===== src/hw/rtl/nntr_pkg.sv =====
`default_nettype none
package nntr_pkg;
  localparam int MaxCitiesDefault = 64;
  localparam int DistBitsDefault  = 16;
  localparam int CityBits         = 6;
  localparam int CountBits        = 7;
  localparam int RclBits          = 6;
  localparam int SeedBits         = 32;
  localparam int CfgIdxBits       = 2;
  localparam int CfgDataBits      = 32;
  localparam logic [CfgIdxBits-1:0] CfgCityCount  = 2'd0;
  localparam logic [CfgIdxBits-1:0] CfgRclSize    = 2'd1;
  localparam logic [CfgIdxBits-1:0] CfgRandomSeed = 2'd2;
  localparam logic CmdWrite = 1'b0;
  localparam logic CmdBuild = 1'b1;
  localparam logic [SeedBits-1:0] LfsrMask = 32'h80200003;

  typedef struct packed {
    logic                command;
    logic [CityBits-1:0] row;
    logic [CityBits-1:0] column;
    logic [15:0]         distance;
  } in_word_t;

  typedef struct packed {
    logic [CityBits-1:0] city;
    logic [CityBits-1:0] position;
    logic                last_city;
  } out_word_t;

  function automatic logic [SeedBits-1:0] lfsr_step(input logic [SeedBits-1:0] s);
    logic [SeedBits-1:0] r;
    r = s >> 1;
    if (s[0]) r = r ^ LfsrMask;
    return r;
  endfunction
endpackage
`default_nettype wire


===== src/hw/rtl/nntr_rank_mem.sv =====
`default_nettype none
// sorted candidate list, insertion by shifting one entry per cycle
module nntr_rank_mem import nntr_pkg::*; #(
  parameter int MAX_CITIES = MaxCitiesDefault,
  parameter int KEY_BITS   = 22,
  localparam int IdxBits   = $clog2(MAX_CITIES)
) (
  input  wire logic                clk,
  input  wire logic                we,
  input  wire logic [IdxBits-1:0]  waddr,
  input  wire logic [KEY_BITS-1:0] wdata,
  input  wire logic [IdxBits-1:0]  raddr,
  output logic      [KEY_BITS-1:0] rdata
);
  logic [KEY_BITS-1:0] mem [MAX_CITIES];

  always_ff @(posedge clk) begin
    if (we) mem[waddr] <= wdata;
    rdata <= mem[raddr];
  end
endmodule
`default_nettype wire


===== config.mk =====
export PLATFORM = sky130hd
export DESIGN_NAME = nntr_rank_mem
export DESIGN_NICKNAME = d
export VERILOG_FILES = /design/src/hw/rtl/nntr_pkg.sv /design/src/hw/rtl/nntr_rank_mem.sv
export SDC_FILE = /design/constraint.sdc
export NUM_CORES = 1
export LEC_CHECK = 0
export BUFFER_PORTS_ARGS = -buffer_cell sky130_fd_sc_hd__buf_2
export CORE_UTILIZATION = 30
export DETAILED_ROUTE_END_ITERATION = 8
export PLACE_DENSITY_LB_ADDON = 0.12
export REMOVE_ABC_BUFFERS = 1
export SLEW_MARGIN = 20
export SYNTH_ARGS = -nofsm -noshare
export SYNTH_HDL_FRONTEND = slang
export SYNTH_SLANG_ARGS = --single-unit

===== constraint.sdc =====
create_clock -name clk -period 3.2 [get_ports clk]
set_clock_uncertainty 0.05 [all_clocks]
set_input_delay 0.32 -clock clk [delete_from_list [all_inputs] [get_ports clk]]
set_output_delay 0.32 -clock clk [all_outputs]
set_load 0.05 [all_outputs]

==> results of run 1 <==
==> layer usage <==
metal | routed length (µm) | global-route usage (%)
met5 | 0 | 0
met4 | 3632 | 4.911
met3 | 6686 | 2.726
met2 | 81990 | 30.43
met1 | 70170 | 23.97
==> registers in the layout, summed over array words and instances, names as in the netlist <==
| name | flops |
|---|---|
| mem | 1408 |
| rdata | 22 |
==> worst paths after layout <==
path | from | endpoint | slack [ns]
min reg2reg | mem[56][8] | rdata[8] | 0.82
min | wdata[21] | mem[9][21] | 0.03
max | mem[53][10] | rdata[10] | 0.81
max reg2reg | mem[53][10] | rdata[10] | 0.81
==> final cells by class <==
class / instances / share of cell area [%]
clock inverters: 76 / 1.012
clock buffers: 207 / 6.527
multi-input cells: 785 / 17.23
repair buffers: 297 / 3.850
well taps: 2355 / 4.602
flip-flops and latches: 1430 / 66.72
diodes: 15 / 0.05862
==> what timing repair did <==
action                                  4_1_cts  5_1_grt
hold buffers                                  4        1
endpoints found under the hold margin        46        4
endpoints found under the setup margin        0        0
setup buffers                                 0        0
==> kinds of logic after synthesis <==
| logic type | count (synthesis) | synth area share [%] |
|---|---|---|
| and+or+nand+nor | 175 | 1.497 |
| DFF | 1430 | 78.73 |
| buffers and inverters | 134 | 1.254 |
| AOI/OAI and AO/OA | 176 | 2.366 |
| muxes | 434 | 16.15 |
==> Yosys cell counts (20+ instances only) <==
| cell type | count | share of area, % |
|---|---|---|
| clkbuf_1 | 56 | 0.39 |
| buf_4 | 32 | 0.44 |
| a22oi_1 | 44 | 0.61 |
| edfxtp_1 | 1408 | 78 |
| nor2_1 | 82 | 0.57 |
| a22o_1 | 22 | 0.36 |
| a221oi_1 | 20 | 0.32 |
| buf_2 | 39 | 0.36 |
| o21ai_0 | 21 | 0.19 |
| mux2i_1 | 70 | 1.3 |
| mux4_2 | 352 | 15 |
| dfxtp_1 | 22 | 0.81 |
| nand3_1 | 27 | 0.25 |
| nand2_1 | 21 | 0.15 |
==> worst register-to-register path, cell delays in order (launching register included) <==
cell and delay (ns):
edfxtp_1 0.35, mux4_2 0.46, a22o_1 0.25, a221oi_1 0.77
a211oi_1 0.30
==> power breakdown <==
group          switching (mW)  leakage (nW)  total (mW)  internal, mW
clock                    7.47          2.35        17.1          9.59
sequential             0.0902          12.9        20.8          20.7
combinational            1.46          4.86        2.28         0.818
==> through the flow <==
| step | setup WS, ns | utilization, % | hold slack [ns] |
|---|---|---|---|
| 2_1_floorplan | 0.4841 | - | 0.3670 |
| 3_3_place_gp | 0.02940 | 33.00 | 0.5858 |
| 3_5_place_dp | 0.02668 | 33.00 | 0.5846 |
| 4_1_cts | 0.8044 | 35.72 | 0.02240 |
| 5_1_grt | 0.7789 | 35.75 | 0.01451 |
| 6_report | 0.8122 | 35.77 | 0.03211 |
==> results.md, run 1 <==
* RSZ-0062 raised after global routing: false
* Worst setup EP type: flip-flop
* Area Overhead vs Synth at 18.00%
* IO Pins at 58
* Final Setup Violations at 0
* DR DRC count at 0
* Crit path max fanout at 1
* Layout cells sized above 1 at 33.38%
* Post-synth EDFFs at 1408
* LEAKAGE at 20.07 nW
* Max Slew Vio Count at 0
* GP Congestion at 0.7556
* Port-buffer cells at 57
* Fmax at 418.8 MHz
* CTS Root Cell: clkbuf_16
* Nets at approximately 2700
* Yosys cell types at 38
* Tot Pwr at 40.16 mW
* Wirelength, routed at 162500 µm
* Max rail drop VDD at approximately 560 µV
* Dpl hpwl at 97460 µm
* Clk slew on worst S/H paths at 0.06 ns
* Wirelength per Cell at 31.46 µm
* Htree depth at 4
* Placed cell count at 4860
* Hold Path Stages at 1
* Pwr dens at 627.3 mW/mm²
* Syn Std Cell Area at 0.05426 mm²
* Gr usage total at ~18%
* Mean area per synthesized cell at approximately 23 µm²
* Final critical-path share of the clock period at between 70% and 80%
* Crit-path max cell delay at 0.77 ns
* Starting density of the core at 30.31%
* Die W at 427.3 µm
* Critical path depth in cells at 4
* Detailed Routing Iterations Pass 1 at 5
* Final Hold Vio Count at 0
* Vias at 25920
* Post-Synthesis Cells at 2349
* Max Root-Sink Buffers at 3
* TritonCTS Buffers at approximately 160
* Critical path's top delay family: compound AO/OA/AOI/OAI gates
* Die Height at 427.3 µm
* Hold Path Class: in2reg
* CP Class: reg2reg
* Fill cells at between 15000 and 20000
* Pin slew with the least headroom to its limit at 1.105 ns
* Setup TNS Final at 0 ns
* Area of the multi-input gates at 0.01103 mm²
* # rows at 155
* Status: finished clean
* Critical Path RT at 3.73 ns
* Finished Layout Cells at 5165
* Post-DR vias/cell at approximately 5.0
* CORE AREA at 0.1790 mm²
* R2R cell count at 4
* Period minus WS final at roughly 2.4 ns
* Post-synthesis sequential area ratio at between 70 and 80%
* Area after DPL at 0.05907 mm²
* Fraction of registers with async set/reset at 0%
* Final instance area at about 0.064 mm²
* Number of global-route vias before repair at around 28000
* Largest net degree at the start of global routing at 65
* Gr ovfl total at 0
* Initial antenna violation count at 16
* Crit start category: flip-flop
* Initial DRC Count at 2141
* Cell Chain, Critical Path: mux4_2 -> a22o_1 -> a221oi_1 -> a211oi_1
* Max-Cap Viols at 0
* Die area at 0.1826 mm²
* Relative slew slack at 26.34%
* Worst skew pair latency at 0.79 ns
* Register bit count reported by yosys at 1430
* Most common cell after layout, fill and taps aside: edfxtp_1
* TritonCTS clock tree: done
* Post-route antenna net violation count at 0
* Ys Warns at 0
* CP bufs+invs at 0
* Seq. cell area at between 0.04 and 0.05 mm²
* Sink Count at around 1400
* Commonest non-fill, non-tap cells in the layout: edfxtp_1 (1408), mux4_2 (352), buf_4 (213), clkbuf_16 (159), mux2i_1 (70)
* Ys flop type: edfxtp_1
* Slowest CP cell: a221oi_1
* CP arrival at slightly below 3 ns
* First-pass GRT wire length at ~220000 µm
* Post-cts sizing count at 0
(Power assumes the default switching activity.)
==> run 2: changes to the inputs <==
==> constraint.sdc (replaced) <==
create_clock -name clk -period 2.1 [get_ports clk]
set_clock_uncertainty 0.05 [all_clocks]
set_input_delay 0.21 -clock clk [delete_from_list [all_inputs] [get_ports clk]]
set_output_delay 0.21 -clock clk [all_outputs]
set_load 0.05 [all_outputs]
==> run 2 against run 1 <==
  * Count of clock-buffer cells in the layout up 14
  * Sequential share of layout area fell by 2.4 points
  * Core utilization grew 1.3 points
  * Register-to-register slack got worse by 0.76 ns
  * Non-clock buffer count rose by 146
  * Total power up 55%
  * Flip-flop and latch count did not move
  * Clock power up 56%
  * Combinational power increased by 67%
  * Critical endpoint unchanged
  * Highest routed layer is now met5
==> results.md, run 2 (synthesized netlist as in run 1, its figures left out) <==
* Gr usage total at 17.85%
* Internal at 48.51 mW
* Relative slew slack at 31.93%
* TritonCTS clock tree: done
* Top flop regs: mem x1408, rdata x22
* Worst skew pair latency at 0.79 ns
* Pwr dens at 936.0 mW/mm²
* Die W at 427.3 µm
* First-pass GRT wire length at 224900 µm
* Port-buffer cells at 57
* Routed metal-1 wirelength at 68320 µm
* Critical Path RT at between 2 and 3 ns
* Worst setup EP type: flip-flop
* Period minus WS final at 2.044 ns
* Setup WS pre-CTS at -0.9547 ns
* Detailed Routing Iterations Pass 1 at 5
* Gr ovfl total at 0
* Max Root-Sink Buffers at 3
* Most common cell after layout, fill and taps aside: edfxtp_1
* CORE AREA at 0.1790 mm²
* GP Congestion at 0.7674
* WL met2 at 81990 µm
* Vias at 26390
* Crit start category: primary input
* LEAKAGE at between 20 and 25 nW
* Nets at 2856
* Setup TNS Final at 0 ns
* Sink Count at 1430
* Final critical-path share of the clock period at 97.35%
* Placed cell count at 4994
* Status: finished clean
* Commonest non-fill, non-tap cells in the layout: edfxtp_1 (1408), mux4_2 (352), buf_4 (257), clkbuf_16 (162), buf_12 (111)
* Comb power frac at 6.1%
* Pin slew with the least headroom to its limit at 1.021 ns
* Clock power share at 42.8%
* PnR worst setup slack at 0.05569 ns
* Area Overhead vs Synth at 22.36%
* Starting density of the core at between 30% and 40%
* Sequential power share at 51.1%
* # rows at 155
* Post-layout util at a little under two fifths
* CP arrival at 2.62 ns
* Final Setup Violations at 0
* Hold Path Class: in2reg
* Wirelength, routed at 160700 µm
* Clk slew on worst S/H paths at 0.06 ns
* Post-route antenna net violation count at 0
* Max rail drop VDD at 789.4 µV
* Setup slack, reg-to-reg at 0.06 ns
* Switching share of total power at ~22%
* Highest routed layer: met5
* IO Pins at 58
* Layout cells sized above 1 at 36.77%
* Detail Route met3 WL at 7293 µm
* DR DRC count at 0
* Dpl hpwl at 100200 µm
* Post-DR vias/cell at 4.972
* Crit path max fanout at 12
* Wirelength per Cell at 30.28 µm
* Initial DRC Count at 2444
* NetSw at 13.63 mW
* Max Slew Vio Count at 0
* Max-Cap Viols at 0
* TritonCTS Buffers at 160
* Tot Pwr at 62.15 mW
* Die area at about 0.18 mm²
* Largest Register: mem
* Finished Layout Cells at 5308
* Largest net degree at the start of global routing at 65
* Number of global-route vias before repair at around 28000
* CP Class: in2reg
* Final Hold Vio Count at 0
* Fmax at 489.2 MHz
* Initial antenna violation count at 16
* Htree depth at 4
* Max FFs per register at 1408
* Die Height at 427.3 µm
* CTS Root Cell: clkbuf_16
-- run 2: cell count changes in the layout (fill, tap and decap cells not counted), sizes merged, moves of 5 or more --
cell	previous run	this run
dlygate4sd3	5	19
bufinv	4	9
diode	15	2
clkbuf	207	221
clkinv	64	54
buf	292	424
-- run 2: final timing paths --
path / from / to / depth (start not counted)
worst max-delay path: raddr[5] / rdata[10] / 8
worst min-delay path: raddr[5] / rdata[4] / 4
worst max register to register: mem[23][13] / rdata[13] / 6
worst min register to register: mem[61][19] / rdata[19] / 4
-- run 2: power groups by stage --
stage | clock (mW) | combinational [mW] | sequential (mW)
finish | 26.6 | 3.81 | 31.7
global placement | 0 | 3.81 | 32.3
global route | 28.3 | 4.05 | 31.7
floorplan | 0 | 1.16 | 32.5
CTS | 27.3 | 3.90 | 31.7
detailed placement | 0 | 3.85 | 32.3
-- run 2: area by class of cell --
type                    instances  area (µm²)
clock buffers                 221        4285
diodes                          2       5.005
multi-input cells             785       11120
well taps                    2355        2947
fillers                     16220      112600
flip-flops and latches       1430       42720
repair buffers                443        4652
clock inverters                72       663.1
-- run 2: per-stage QoR --
stage          instance area, µm²  hold slack [ns]
5_1_grt                     66390          0.04919
6_report                    66400          0.03923
2_1_floorplan               53580           0.2570
3_3_place_gp                61160           0.6300
4_1_cts                     66360         0.005822
3_5_place_dp                61160           0.6294
-- run 2: what timing repair did --
action / CTS / global route
endpoints found under the hold margin: 848 / 0
gates resized for setup: 12 / 6
endpoints found under the setup margin: 10 / 6
buffers inserted: 0 / 0
hold buffers: 19 / 0
-- run 2: per-layer routing --
metal / up-vias / track usage, %
li1: 11040 / -
met1: 14500 / 23.57
met2: 663 / 30.87
met3: 193 / 2.694
met4: 2 / 4.089
met5: - / 0
-- run 2: worst max-delay path, cell delays in order --
cell           delay (ns)
buf_2                0.19
dlygate4sd3_1        0.73
buf_4                0.23
and2_1               0.19
buf_4                0.22
nand3_1              0.16
nand2_1              0.18
a211oi_2             0.49
==> run 3: changes to the inputs <==
==> constraint.sdc (replaced) <==
create_clock -name clk -period 1.7 [get_ports clk]
set_clock_uncertainty 0.05 [all_clocks]
set_input_delay 0.17 -clock clk [delete_from_list [all_inputs] [get_ports clk]]
set_output_delay 0.17 -clock clk [all_outputs]
set_load 0.05 [all_outputs]
==> run 3 against run 2 <==
  * The flow now finishes with violations (negative setup slack)
  * Sequential power increased by 24%
  * Core utilization increased by 0.70 points
  * Die area unchanged
  * Largest power group unchanged
==> results.md, run 3 (synthesized netlist as in run 1, its figures left out) <==
* Number of global-route vias before repair at 28340
* Die area at 0.1826 mm²
* Max FFs per register at roughly 1400
* TritonCTS clock tree: done
* Top flop regs: mem x1408, rdata x22
* Die W at ~430 µm
* Crit path max fanout at 1
* Largest net degree at the start of global routing at between 60 and 70
* CP startpoint: mem[4][17]
* NetSw at 16.89 mW
* Comb power frac at 6.7%
* Commonest non-fill, non-tap cells in the layout: edfxtp_1 (1408), mux4_2 (352), buf_4 (263), clkbuf_16 (163), buf_12 (125)
* Max Slew Vio Count at 0
* Most common cell after layout, fill and taps aside: edfxtp_1
* TritonCTS Buffers at approximately 160
* Wirelength, routed at 160900 µm
* Worst setup EP type: flip-flop
* RSZ-0062 raised after global routing: true
* Failing checks: negative setup slack
* Worst R2R End: rdata[17]
* Fmax at between 500 and 600 MHz
* Post-route antenna net violation count at 0
* Final critical-path share of the clock period at 113.9%
* Placed cell count at 5021
* CTS Root Cell: clkbuf_16
* Worst skew pair latency at 0.77 ns
* Die Height at 427.3 µm
* Sequential power share at between 50 and 60%
* Initial antenna violation count at 5
* RR Startpoint: mem[4][17]
* Period minus WS final at 1.937 ns
* Crit path to: rdata[17]
* Clock power share at 42.4%
* Seq. cell area at 0.04273 mm²
* Crit start category: flip-flop
* R2R cell count at 5
* Post-DR vias/cell at 4.954
* Vias at 26460
* Tot Pwr at 77.07 mW
* Finished Layout Cells at between 5000 and 6000
* Starting density of the core at 30.31%
* Hold Path Class: in2reg
* Gr ovfl total at 0
* Pwr dens at 1139 mW/mm²
* Area of the multi-input gates at 0.01182 mm²
* Internal at between 60 and 70 mW
* Max rail drop VDD at 970.5 µV
* PnR worst setup slack at -0.2370 ns
* Relative slew slack at 47.09%
* DR DRC count at 0
* # rows at 155
* LEAKAGE at 21.49 nW
* Nets at 2887
* Clk slew on worst S/H paths at ~0.06 ns
* Status: finished with violations
* Htree depth at 4
* Dpl hpwl at 101200 µm
* GP Congestion at 0.7675
* CP arrival at approximately 2.5 ns
* Final Setup Violations at 21
* Post-CTS Setup Inserts at 0
* Sink Count at 1430
* CORE AREA at 0.1790 mm²
* CP Class: reg2reg
* Final Hold Vio Count at 0
* Max-Cap Viols at 0
* Layout cells sized above 1 at roughly two fifths
* Area Overhead vs Synth at 24.68%
* Setup slack, reg-to-reg at -0.24 ns
* Largest Register: mem
* Wirelength per Cell at 30.13 µm
* IO Pins at 58
* Pin slew with the least headroom to its limit at 0.7936 ns
* Port-buffer cells at 57
* Initial DRC Count at 2117
* Min-delay src: waddr[3]
* Switching share of total power at 21.92%
* Critical Path RT at 2.29 ns
* Max Root-Sink Buffers at 3
* Detailed Routing Iterations Pass 1 at 5
* Gr usage total at 17.85%
* Fill cells at approximately 16000
* First-pass GRT wire length at ~230000 µm
[run 3: power groups by stage]
stage	combinational (mW)	clock (mW)	sequential [mW]
5_1_grt	5.46	34.8	39.2
2_1_floorplan	1.43	0	40.1
3_5_place_dp	4.89	0	39.9
6_report	5.17	32.7	39.2
4_1_cts	5.29	33.6	39.2
3_3_place_gp	4.84	0	39.9
[run 3: layout make-up]
cell class	instances	share of cell area (%)
tap	2355	4.356
clock buffer	195	6.207
timing repair buffer	475	7.709
sequential	1430	63.17
clock inverter	92	1.065
multi-input combinational	785	17.47
antenna	8	0.02959
[run 3: through the flow]
stage / setup slack (ns) / setup TNS, ns / cell area, µm² / utilization, % / hold WS (ns)
after floorplan: -0.8659 / -412.34 / 53580 / - / 0.2170
after global placement: -1.224 / -34.46 / 61540 / 34.38 / 0.6012
after detailed placement: -1.211 / -33.86 / 61540 / 34.38 / 0.5918
after CTS: -0.2375 / -2.729 / 67570 / 37.75 / 0.04501
after global routing: -0.2737 / -3.431 / 67630 / 37.78 / 0.08639
final: -0.2370 / -2.113 / 67650 / 37.79 / 0.1153
[run 3: what timing repair did]
action / CTS / global route
pin swaps: 39 / 14
hold buffers: 32 / 0
resized for setup: 183 / 16
setup endpoints to repair: 41 / 23
hold endpoints to repair: 1063 / 0
[run 3: metal layers]
metal | global-route usage, % | vias up | routed length (µm) | share of wire (%)
li1 | - | 11110 | - | -
met1 | 24.11 | 14650 | 70250 | 44
met2 | 30.58 | 523 | 81950 | 51
met3 | 2.388 | 171 | 5992 | 3.7
met4 | 3.875 | 0 | 2680 | 1.7
met5 | 0 | - | 0 | 0
[run 3: worst max-delay path, stage by stage (launching register included)]
cell	delay, ns
edfxtp_1	0.36
mux4_2	0.50
mux4_2	0.48
o22ai_2	0.17
a211oi_2	0.09
a21o_1	0.17
[run 3: how the worst min path moves through the flow]
| stage | endpoint | cells after the start | slack [ns] |
|---|---|---|---|
| 6_report | mem[50][15] | 5 | 0.12 |
| 5_1_grt | mem[50][15] | 5 | 0.09 |
| 4_1_cts | mem[50][15] | 5 | 0.05 |
| 3_5_place_dp | rdata[16] | 1 | 0.59 |
| 3_3_place_gp | rdata[3] | 1 | 0.60 |
| 2_1_floorplan | rdata[5] | 1 | 0.22 |
